===== src/lbqm_pkg.sv =====
// Package for the linked buffer queue manager.
// Holds the command codes, field widths and default sizes; no dependencies.
package lbqm_pkg;

  localparam int DefNumBuffers = 256;
  localparam int DefNumQueues  = 32;

  localparam int KindW  = 3;
  localparam int QueueW = 5;
  localparam int IndexW = 8;
  localparam int CountW = 9;

  localparam int CntMax = 511;

  typedef enum logic [KindW-1:0] {
    KIND_TAKE       = 3'd0,
    KIND_GIVE       = 3'd1,
    KIND_ENQUEUE    = 3'd2,
    KIND_DEQ_SWAP   = 3'd3,
    KIND_DEQ_MAIN   = 3'd4,
    KIND_SHIFT      = 3'd5,
    KIND_FLUSH_ALL  = 3'd6,
    KIND_FLUSH_KEEP = 3'd7
  } kind_e;

endpackage


===== src/lbqm_if.sv =====
// Handshake interfaces for the command and response channels.
// Depends on lbqm_pkg for the field widths.
interface lbqm_cmd_if;
  logic                          valid;
  logic                          ready;
  logic [lbqm_pkg::KindW-1:0]    kind;
  logic [lbqm_pkg::QueueW-1:0]   queue_id;
  logic [lbqm_pkg::IndexW-1:0]   buffer_index;
  logic                          buffer_present;

  modport source (output valid, kind, queue_id, buffer_index, buffer_present, input ready);
  modport sink (input valid, kind, queue_id, buffer_index, buffer_present, output ready);
endinterface

interface lbqm_rsp_if;
  logic                          valid;
  logic                          ready;
  logic [lbqm_pkg::IndexW-1:0]   result_index;
  logic                          result_present;
  logic [lbqm_pkg::CountW-1:0]   free_left;
  logic [lbqm_pkg::CountW-1:0]   queue_depth;

  modport source (output valid, result_index, result_present, free_left, queue_depth,
                  input ready);
  modport sink (input valid, result_index, result_present, free_left, queue_depth,
                output ready);
endinterface


===== src/linked_buffer_queue_manager.sv =====
// Top level of the linked buffer queue manager: free list and linked queues.
// Depends on lbqm_pkg and the channel interfaces in lbqm_if.
//
// One command is taken at a time and yields one response transaction. Each link
// memory read is followed by a write to the same entry in the following cycle;
// other link updates are writes only. After reset the block builds the free
// chain and clears the queue table before it accepts the first command.
module linked_buffer_queue_manager #(
  parameter int NUM_BUFFERS = lbqm_pkg::DefNumBuffers,
  parameter int NUM_QUEUES  = lbqm_pkg::DefNumQueues
) (
  input  logic          clk_i,
  input  logic          rst_ni,
  lbqm_cmd_if.sink      cmd_i,
  lbqm_rsp_if.source    rsp_o
);

  localparam int LW   = $clog2(NUM_BUFFERS + 1);
  localparam int AW   = $clog2(NUM_BUFFERS);
  localparam int QAW  = (NUM_QUEUES > 1) ? $clog2(NUM_QUEUES) : 1;
  localparam int CW   = $clog2(((NUM_BUFFERS > 511) ? NUM_BUFFERS : 511) + 1);
  localparam int DW   = $clog2(NUM_BUFFERS + 2);
  localparam int MAXN = (NUM_BUFFERS > NUM_QUEUES) ? NUM_BUFFERS : NUM_QUEUES;
  localparam int IW   = $clog2(MAXN + 1);
  localparam int TW   = lbqm_pkg::CountW;
  localparam int QRW  = 3 * LW + TW;
  localparam int XW   = lbqm_pkg::IndexW;
  localparam logic [LW-1:0] NIL = LW'(NUM_BUFFERS);

  typedef enum logic [3:0] {
    ST_INIT, ST_IDLE, ST_LOADQ, ST_TAKE_W, ST_ENQ2, ST_POP_W, ST_POST,
    ST_DRAIN_R, ST_DRAIN_W, ST_WB, ST_DONE
  } state_e;

  function automatic logic valid_buf(input logic [LW-1:0] b);
    return b < NIL;
  endfunction

  function automatic logic [TW-1:0] inc_q(input logic [TW-1:0] v);
    return (v == TW'(lbqm_pkg::CntMax)) ? v : v + TW'(1);
  endfunction

  function automatic logic [TW-1:0] dec_q(input logic [TW-1:0] v);
    return (v == '0) ? v : v - TW'(1);
  endfunction

  function automatic logic [CW-1:0] inc_f(input logic [CW-1:0] v);
    return (v >= CW'(lbqm_pkg::CntMax)) ? CW'(lbqm_pkg::CntMax) : v + CW'(1);
  endfunction

  function automatic logic [CW-1:0] dec_f(input logic [CW-1:0] v);
    return (v == '0) ? v : v - CW'(1);
  endfunction

  state_e                state_q, state_d;
  lbqm_pkg::kind_e       kind_q, kind_d;
  logic                  qok_q, qok_d;
  logic [QAW-1:0]        qaddr_q, qaddr_d;
  logic [LW-1:0]         buf_q, buf_d;
  logic                  bok_q, bok_d;
  logic [LW-1:0]         head_q, head_d, tail_q, tail_d, last_q, last_d;
  logic [TW-1:0]         tot_q, tot_d;
  logic [LW-1:0]         res_q, res_d, pop_q, pop_d;
  logic [LW-1:0]         free_head_q, free_head_d;
  logic [CW-1:0]         free_tot_q, free_tot_d;
  logic [DW-1:0]         drain_cnt_q, drain_cnt_d;
  logic [IW-1:0]         init_cnt_q, init_cnt_d;
  logic                  out_valid_q, out_valid_d;
  logic [XW-1:0]         out_idx_q, out_idx_d;
  logic                  out_pres_q, out_pres_d;
  logic [TW-1:0]         out_free_q, out_free_d;
  logic [TW-1:0]         out_depth_q, out_depth_d;

  logic [LW-1:0]  link_mem [NUM_BUFFERS];
  logic           l_we;
  logic [AW-1:0]  l_waddr, l_raddr;
  logic [LW-1:0]  l_wdata, l_rdata_q;

  logic [QRW-1:0] q_mem [NUM_QUEUES];
  logic           q_we;
  logic [QAW-1:0] q_waddr, q_raddr;
  logic [QRW-1:0] q_wdata, q_rdata_q;

  logic [LW-1:0]       rd_head, rd_tail, rd_last;
  logic [TW-1:0]       rd_tot;
  logic [QAW+4:0]      q_ext;
  logic [LW+7:0]       b_ext, res_ext;

  assign rd_head = q_rdata_q[LW-1:0];
  assign rd_tail = q_rdata_q[2*LW-1:LW];
  assign rd_tot  = q_rdata_q[2*LW+TW-1:2*LW];
  assign rd_last = q_rdata_q[QRW-1:2*LW+TW];

  assign q_ext   = {{QAW{1'b0}}, cmd_i.queue_id};
  assign b_ext   = {{LW{1'b0}}, cmd_i.buffer_index};
  assign res_ext = {8'b0, res_q};

  assign cmd_i.ready          = (state_q == ST_IDLE);
  assign rsp_o.valid          = out_valid_q;
  assign rsp_o.result_index   = out_idx_q;
  assign rsp_o.result_present = out_pres_q;
  assign rsp_o.free_left      = out_free_q;
  assign rsp_o.queue_depth    = out_depth_q;

  always_comb begin
    state_d     = state_q;
    kind_d      = kind_q;
    qok_d       = qok_q;
    qaddr_d     = qaddr_q;
    buf_d       = buf_q;
    bok_d       = bok_q;
    head_d      = head_q;
    tail_d      = tail_q;
    last_d      = last_q;
    tot_d       = tot_q;
    res_d       = res_q;
    pop_d       = pop_q;
    free_head_d = free_head_q;
    free_tot_d  = free_tot_q;
    drain_cnt_d = drain_cnt_q;
    init_cnt_d  = init_cnt_q;
    out_valid_d = out_valid_q && !rsp_o.ready;
    out_idx_d   = out_idx_q;
    out_pres_d  = out_pres_q;
    out_free_d  = out_free_q;
    out_depth_d = out_depth_q;
    l_we        = 1'b0;
    l_waddr     = '0;
    l_wdata     = NIL;
    l_raddr     = '0;
    q_we        = 1'b0;
    q_waddr     = qaddr_q;
    q_wdata     = {last_q, tot_q, tail_q, head_q};
    q_raddr     = q_ext[QAW-1:0];

    case (state_q)
      ST_INIT: begin
        l_we    = init_cnt_q < IW'(NUM_BUFFERS);
        l_waddr = init_cnt_q[AW-1:0];
        l_wdata = LW'(init_cnt_q + IW'(1));
        q_we    = init_cnt_q < IW'(NUM_QUEUES);
        q_waddr = init_cnt_q[QAW-1:0];
        q_wdata = {NIL, {TW{1'b0}}, NIL, NIL};
        if (init_cnt_q == IW'(MAXN - 1)) begin
          state_d = ST_IDLE;
        end else begin
          init_cnt_d = init_cnt_q + IW'(1);
        end
      end
      ST_IDLE: begin
        if (cmd_i.valid) begin
          kind_d  = lbqm_pkg::kind_e'(cmd_i.kind);
          qok_d   = q_ext < (QAW+5)'(NUM_QUEUES);
          qaddr_d = q_ext[QAW-1:0];
          buf_d   = b_ext[LW-1:0];
          bok_d   = cmd_i.buffer_present && (b_ext < (LW+8)'(NUM_BUFFERS));
          res_d   = NIL;
          state_d = ST_LOADQ;
        end
      end
      ST_LOADQ: begin
        head_d  = rd_head;
        tail_d  = rd_tail;
        tot_d   = rd_tot;
        last_d  = rd_last;
        state_d = ST_DONE;
        if (kind_q == lbqm_pkg::KIND_TAKE) begin
          if (valid_buf(free_head_q)) begin
            l_raddr = free_head_q[AW-1:0];
            state_d = ST_TAKE_W;
          end
        end else if (kind_q == lbqm_pkg::KIND_GIVE) begin
          if (bok_q) begin
            l_we        = 1'b1;
            l_waddr     = buf_q[AW-1:0];
            l_wdata     = free_head_q;
            free_head_d = buf_q;
            free_tot_d  = inc_f(free_tot_q);
          end
        end else if (qok_q) begin
          case (kind_q)
            lbqm_pkg::KIND_ENQUEUE: begin
              if (bok_q) begin
                l_we    = 1'b1;
                l_waddr = buf_q[AW-1:0];
                l_wdata = NIL;
                tot_d   = inc_q(rd_tot);
                tail_d  = buf_q;
                if (!valid_buf(rd_head) || !valid_buf(rd_tail)) begin
                  head_d  = buf_q;
                  state_d = ST_WB;
                end else begin
                  pop_d   = rd_tail;
                  state_d = ST_ENQ2;
                end
              end
            end
            lbqm_pkg::KIND_FLUSH_ALL: begin
              if (valid_buf(rd_last)) begin
                l_we        = 1'b1;
                l_waddr     = rd_last[AW-1:0];
                l_wdata     = free_head_q;
                free_head_d = rd_last;
                free_tot_d  = inc_f(free_tot_q);
              end
              last_d      = NIL;
              drain_cnt_d = '0;
              state_d     = ST_DRAIN_R;
            end
            lbqm_pkg::KIND_FLUSH_KEEP: begin
              drain_cnt_d = '0;
              state_d     = ST_DRAIN_R;
            end
            default: begin
              if (valid_buf(rd_head)) begin
                l_raddr = rd_head[AW-1:0];
                state_d = ST_POP_W;
              end else begin
                pop_d   = NIL;
                state_d = ST_POST;
              end
            end
          endcase
        end
      end
      ST_TAKE_W: begin
        free_head_d = l_rdata_q;
        l_we        = 1'b1;
        l_waddr     = free_head_q[AW-1:0];
        l_wdata     = NIL;
        free_tot_d  = dec_f(free_tot_q);
        res_d       = free_head_q;
        state_d     = ST_DONE;
      end
      ST_ENQ2: begin
        l_we    = 1'b1;
        l_waddr = pop_q[AW-1:0];
        l_wdata = buf_q;
        state_d = ST_WB;
      end
      ST_POP_W: begin
        pop_d   = head_q;
        head_d  = l_rdata_q;
        if (!valid_buf(l_rdata_q)) begin
          tail_d = NIL;
        end
        l_we    = 1'b1;
        l_waddr = head_q[AW-1:0];
        l_wdata = NIL;
        tot_d   = dec_q(tot_q);
        state_d = ST_POST;
      end
      ST_POST: begin
        case (kind_q)
          lbqm_pkg::KIND_DEQ_SWAP: begin
            res_d  = last_q;
            last_d = pop_q;
          end
          lbqm_pkg::KIND_DEQ_MAIN: begin
            res_d = pop_q;
          end
          default: begin
            if (valid_buf(pop_q)) begin
              res_d  = last_q;
              last_d = pop_q;
            end
          end
        endcase
        state_d = ST_WB;
      end
      ST_DRAIN_R: begin
        if (drain_cnt_q > DW'(NUM_BUFFERS) || !valid_buf(head_q)) begin
          state_d = ST_WB;
        end else begin
          l_raddr = head_q[AW-1:0];
          state_d = ST_DRAIN_W;
        end
      end
      ST_DRAIN_W: begin
        head_d = l_rdata_q;
        if (!valid_buf(l_rdata_q)) begin
          tail_d = NIL;
        end
        tot_d       = dec_q(tot_q);
        l_we        = 1'b1;
        l_waddr     = head_q[AW-1:0];
        l_wdata     = free_head_q;
        free_head_d = head_q;
        free_tot_d  = inc_f(free_tot_q);
        drain_cnt_d = drain_cnt_q + DW'(1);
        state_d     = ST_DRAIN_R;
      end
      ST_WB: begin
        q_we    = 1'b1;
        state_d = ST_DONE;
      end
      ST_DONE: begin
        if (!out_valid_q || rsp_o.ready) begin
          out_valid_d = 1'b1;
          out_pres_d  = valid_buf(res_q);
          out_idx_d   = valid_buf(res_q) ? res_ext[XW-1:0] : '0;
          out_free_d  = free_tot_q[TW-1:0];
          out_depth_d = qok_q ? tot_q : '0;
          state_d     = ST_IDLE;
        end
      end
      default: begin
        state_d = ST_IDLE;
      end
    endcase
  end

  always_ff @(posedge clk_i or negedge rst_ni) begin
    if (!rst_ni) begin
      state_q     <= ST_INIT;
      kind_q      <= lbqm_pkg::KIND_TAKE;
      qok_q       <= 1'b0;
      qaddr_q     <= '0;
      buf_q       <= '0;
      bok_q       <= 1'b0;
      head_q      <= NIL;
      tail_q      <= NIL;
      last_q      <= NIL;
      tot_q       <= '0;
      res_q       <= NIL;
      pop_q       <= NIL;
      free_head_q <= '0;
      free_tot_q  <= CW'(NUM_BUFFERS);
      drain_cnt_q <= '0;
      init_cnt_q  <= '0;
      out_valid_q <= 1'b0;
      out_idx_q   <= '0;
      out_pres_q  <= 1'b0;
      out_free_q  <= '0;
      out_depth_q <= '0;
    end else begin
      state_q     <= state_d;
      kind_q      <= kind_d;
      qok_q       <= qok_d;
      qaddr_q     <= qaddr_d;
      buf_q       <= buf_d;
      bok_q       <= bok_d;
      head_q      <= head_d;
      tail_q      <= tail_d;
      last_q      <= last_d;
      tot_q       <= tot_d;
      res_q       <= res_d;
      pop_q       <= pop_d;
      free_head_q <= free_head_d;
      free_tot_q  <= free_tot_d;
      drain_cnt_q <= drain_cnt_d;
      init_cnt_q  <= init_cnt_d;
      out_valid_q <= out_valid_d;
      out_idx_q   <= out_idx_d;
      out_pres_q  <= out_pres_d;
      out_free_q  <= out_free_d;
      out_depth_q <= out_depth_d;
    end
  end

  always_ff @(posedge clk_i) begin
    if (l_we) begin
      link_mem[l_waddr] <= l_wdata;
    end
    l_rdata_q <= link_mem[l_raddr];
  end

  always_ff @(posedge clk_i) begin
    if (q_we) begin
      q_mem[q_waddr] <= q_wdata;
    end
    q_rdata_q <= q_mem[q_raddr];
  end

endmodule


===== src/flat_wrapper.sv =====
// flat-port wrapper written by rule: the top's interface ports become plain ports
module linked_buffer_queue_manager_flat 
#(
  parameter int NUM_BUFFERS = lbqm_pkg::DefNumBuffers,
  parameter int NUM_QUEUES  = lbqm_pkg::DefNumQueues
)
  (clk_i, rst_ni, cmd_i_valid, cmd_i_kind, cmd_i_queue_id, cmd_i_buffer_index, cmd_i_buffer_present, cmd_i_ready, rsp_o_valid, rsp_o_result_index, rsp_o_result_present, rsp_o_free_left, rsp_o_queue_depth, rsp_o_ready);
  lbqm_cmd_if cmd_i_i ();
  lbqm_rsp_if rsp_o_i ();
  input  logic clk_i;
  input  logic rst_ni;
  input wire logic [$bits(cmd_i_i.valid)-1:0] cmd_i_valid;
  input wire logic [$bits(cmd_i_i.kind)-1:0] cmd_i_kind;
  input wire logic [$bits(cmd_i_i.queue_id)-1:0] cmd_i_queue_id;
  input wire logic [$bits(cmd_i_i.buffer_index)-1:0] cmd_i_buffer_index;
  input wire logic [$bits(cmd_i_i.buffer_present)-1:0] cmd_i_buffer_present;
  output wire logic [$bits(cmd_i_i.ready)-1:0] cmd_i_ready;
  output wire logic [$bits(rsp_o_i.valid)-1:0] rsp_o_valid;
  output wire logic [$bits(rsp_o_i.result_index)-1:0] rsp_o_result_index;
  output wire logic [$bits(rsp_o_i.result_present)-1:0] rsp_o_result_present;
  output wire logic [$bits(rsp_o_i.free_left)-1:0] rsp_o_free_left;
  output wire logic [$bits(rsp_o_i.queue_depth)-1:0] rsp_o_queue_depth;
  input wire logic [$bits(rsp_o_i.ready)-1:0] rsp_o_ready;
  assign cmd_i_i.valid = cmd_i_valid;
  assign cmd_i_i.kind = cmd_i_kind;
  assign cmd_i_i.queue_id = cmd_i_queue_id;
  assign cmd_i_i.buffer_index = cmd_i_buffer_index;
  assign cmd_i_i.buffer_present = cmd_i_buffer_present;
  assign cmd_i_ready = cmd_i_i.ready;
  assign rsp_o_valid = rsp_o_i.valid;
  assign rsp_o_result_index = rsp_o_i.result_index;
  assign rsp_o_result_present = rsp_o_i.result_present;
  assign rsp_o_free_left = rsp_o_i.free_left;
  assign rsp_o_queue_depth = rsp_o_i.queue_depth;
  assign rsp_o_i.ready = rsp_o_ready;
  linked_buffer_queue_manager #(.NUM_BUFFERS(NUM_BUFFERS), .NUM_QUEUES(NUM_QUEUES)) u_core (.clk_i(clk_i), .rst_ni(rst_ni), .cmd_i(cmd_i_i), .rsp_o(rsp_o_i));
endmodule

===== config.mk =====
export PLATFORM = sky130hd
export DESIGN_NAME = linked_buffer_queue_manager_flat
export DESIGN_NICKNAME = d
export VERILOG_FILES = /design/src/lbqm_pkg.sv /design/src/lbqm_if.sv /design/src/linked_buffer_queue_manager.sv /design/src/flat_wrapper.sv
export SDC_FILE = /design/constraint.sdc
export NUM_CORES = 2
export LEC_CHECK = 0
export BUFFER_PORTS_ARGS = -buffer_cell sky130_fd_sc_hd__clkbuf_2
export CORE_AREA = 10 10 523 525
export CTS_BUF_LIST = sky130_fd_sc_hd__clkbuf_2 sky130_fd_sc_hd__clkbuf_4 sky130_fd_sc_hd__clkbuf_8
export DETAILED_ROUTE_END_ITERATION = 12
export DIE_AREA = 0 0 533 535
export PLACE_DENSITY_LB_ADDON = 0.15
export SETUP_SLACK_MARGIN = 0.2
export SYNTH_ARGS = -nofsm -noshare
export SYNTH_HDL_FRONTEND = slang
export SYNTH_SLANG_ARGS = --single-unit

===== constraint.sdc =====
create_clock -name clk_i -period 7.8 [get_ports clk_i]
set_clock_uncertainty 0.05 [all_clocks]
set_input_delay 0.39 -clock clk_i [delete_from_list [all_inputs] [get_ports clk_i]]
set_output_delay 0.39 -clock clk_i [all_outputs]
set_load 0.1 [all_outputs]

==> metrics <==
yosys warns=0; first-pass GRT wire length=between 500,000 and 600,000 um; DR pass1 iterations=9; CTS root buf=clkbuf_8; peak supply drop=roughly 0.40 mV; Max clock buf depth=4; Worst EP arrival=6.96 ns; Pleak=53.3 nW; Worst-path clk slew=0.06 ns; CP Cell Sequence=or4b_4 -> nor2_4 -> a22oi_1 -> nand2_4 -> nor2_4 -> buf_4 -> nand3_1 -> a31oi_1 -> nor4_1 -> nor2_1 -> o311a_1; CTS tree=yes; Post-Route Setup TNS=0 ns; final setup fails=0; CP Launch Type=flip-flop; Vias=between 80,000 and 90,000; initial DRC count=around 12,000; Yosys reg bits=3,641; Critical Path RT=8.75 ns; most frequent cells in the layout=edfxtp_1 (3,456), nand2_1 (2,240), nand3_1 (905); worst r2r src=u_core.state_q[0]; Tightest Pin Transition=1.38 ns; commonest non-fill, non-tap cell in the layout=edfxtp_1; Seq/Total Area, Yosys=75.2%; Initial Util=54.6%; DRT antenna net count=0; Post-route DRC=0; CTS sink cnt=3,641; Reg2Reg Setup Slack=1.79 ns; main flop type after synthesis=edfxtp_1; Pwr Total=0.0527 W; hpwl dp=about 220,000 um; Nets=9,887; Post-Synthesis Cells=9,591; synthesized area=144,000 um2; slew margin rel.=6.94%; fin. max-slew vios=0; IO Port Bufs=between 40 and 50; H-tree depth=6; M2 GR Usage=43.4%; Hold Vio Cnt, Final=0; Hold Crit Start=cmd_i_buffer_index[1]; Worst Setup End Kind=flip-flop; number of synthesized flops with an enable pin=3,456; fin crit period=6.01 ns; M1 GR Usage=37.6%; CP dominant cell by count=nor2_4; gr ovfl total=0; routed vias/inst=6.26; die area=285,000 um2; worst-skew pair later-pin latency=1.03 ns; die width=533 um; largest net degree at the start of global routing=181; synthesis-to-finish area growth=11.2%; highest-delay cell along the critical path=dfrtp_1; layout cells sized above 1=16.7%; GR Util All Layers=27.5%; Worst Setup Path Type=reg -> reg; Synth Net Count=9,622; CTS buffer count=between 500 and 600; maximum single-stage delay on the critical path=0.82 ns; Syn Area/Cell=between 10 and 15 um2; RSZ-0062 raised after global routing=false; CP max FO=48; post-cts repair resize count=0; Hold Path Class=in -> reg; io pins=50; routed wire length=404,000 um; Core Area=263,000 um2; Placer Congestion=0.914; post-synthesis async set-or-reset flop share=3.85%; Tcrit/Tclk final=77.0%; vias in the first global route=roughly 84,000; critical path launch point=u_core.state_q[0]; synth unique cells=85; GRT Max-Usage Layer=met2; maximum clock rate=166 MHz; PD cells=329 nW/um2; Die Height=535 um; Max Cap Viol=0; initial antenna violation count=15; row count=189; status=complete, no violations; GR Layer Usage met3=5.56%; wire per inst=29.2 um
power breakdown:
part	internal, W	switching [W]	total [W]
Combinational	0.00222	0.00856	0.0108
Clock	0.00860	0.00751	0.0161
Sequential	0.0251	0.000741	0.0258
synth_stat cells (all sizes together) (6+ instances only):
| library cell | instances | area (um2) |
|---|---|---|
| edfxtp | 3456 | 104000 |
| nand2 | 2247 | 8430 |
| nand3 | 905 | 4530 |
| nor2 | 405 | 1530 |
| mux4 | 360 | 8110 |
| buf | 337 | 1700 |
| clkbuf | 265 | 995 |
| a31oi | 257 | 1610 |
| mux2i | 139 | 1390 |
| dfrtp | 134 | 3350 |
| nand4 | 125 | 782 |
| a21oi | 120 | 604 |
| o21ai | 89 | 445 |
| a32oi | 71 | 622 |
| mux2 | 70 | 788 |
| and3 | 64 | 400 |
| dfxtp | 45 | 901 |
| nor2b | 44 | 275 |
| a311oi | 41 | 359 |
| nor3 | 40 | 205 |
| nor4 | 37 | 231 |
| o22ai | 33 | 220 |
| a22oi | 29 | 218 |
| inv | 24 | 90.1 |
| nand2b | 20 | 125 |
| a221oi | 16 | 153 |
| a222oi | 16 | 160 |
| xor2 | 16 | 140 |
| o2111ai | 15 | 138 |
| xnor2 | 15 | 131 |
| and2 | 13 | 81.3 |
| or3 | 11 | 68.8 |
| or4 | 11 | 86.3 |
| ha | 10 | 125 |
| o211ai | 10 | 75.1 |
| o221ai | 9 | 78.8 |
| o31a | 9 | 78.8 |
| nor3b | 7 | 52.6 |
| a211oi | 6 | 50.1 |
| dfstp | 6 | 158 |
| or2 | 6 | 37.5 |
cells by family after synthesis:
logic type                 after synthesis  share of synthesized area (%)
AOI/OAI and AO/OA                      765                           3.62
xor gates and xnor gates                31                          0.189
adders and majority gates               10                         0.0870
buffers and inverters                  626                           1.94
DFF                                   3641                           75.2
muxes                                  569                           7.15
and+or+nand+nor                       3949                           11.8
stage by stage:
step           util [%]  cell area [um2]  instances  worst slack [ns]  hold WS [ns]
3_3_place_gp       56.3           148000      12800              1.76         0.416
3_5_place_dp       56.3           148000      12800              2.03         0.416
2_1_floorplan         -           144000       9591              1.66        0.0444
4_1_cts            60.7           160000      13800              2.02        0.0949
5_1_grt            60.7           160000      13800              1.72         0.126
6_report           60.7           160000      13900              1.79         0.167
final cells by class:
type | instances | area (um2)
diodes | 17 | 42.5
clock buffers | 821 | 9950
clock inverters | 213 | 1390
fillers | 19900 | 103000
inverters | 24 | 143
multi-input cells | 5324 | 33400
flip-flops and latches | 3641 | 108000
well taps | 3533 | 4420
repair buffers | 281 | 2430
flip-flops by register name, indices dropped and copies added (netlist names), 9 cells and up:
register                  flops
u_core.head_q                 9
u_core.l_rdata_q              9
u_core.drain_cnt_q            9
u_core.free_head_q            9
u_core.tail_q                 9
u_core.rsp_o.queue_depth      9
u_core.free_tot_q             9
u_core.tot_q                  9
u_core.q_mem               1152
u_core.last_q                 9
u_core.q_rdata_q             36
u_core.init_cnt_q             9
u_core.res_q                  9
u_core.link_mem            2304
u_core.rsp_o.free_left        9
u_core.pop_q                  9
repair_timing:
item,4_1_cts,5_1_grt
hold buffers,17,0
setup buffers,0,0
endpoints found under the hold margin,101,0
path summary, 6_finish.rpt:
path                                        to  cells after the start
hold reg to reg               u_core.tail_q[8]                      2
hold / removal                 u_core.buf_q[1]                      3
min in group asynchronous      u_core.pop_q[8]                      3
max in group asynchronous      u_core.buf_q[2]                      4
setup / recovery           u_core.l_rdata_q[2]                     11
setup reg to reg           u_core.l_rdata_q[2]                     11
metal layers:
layer	up-vias	part of all wire (%)	routed length (um)
met2	4617	48	192000
met3	872	9.2	37000
met1	44200	39	157000
met5	-	0.013	52
li1	37000	-	-
met4	8	4.5	18100
critical path, delay by kind of cell (launching register included):
kind / cells / cell delay, ns
simple gates: 7 / 3.04
compound gates: 3 / 1.51
flops: 1 / 0.82
buf+inv: 1 / 0.46
Note: power is estimated with default switching activity, not from simulation.
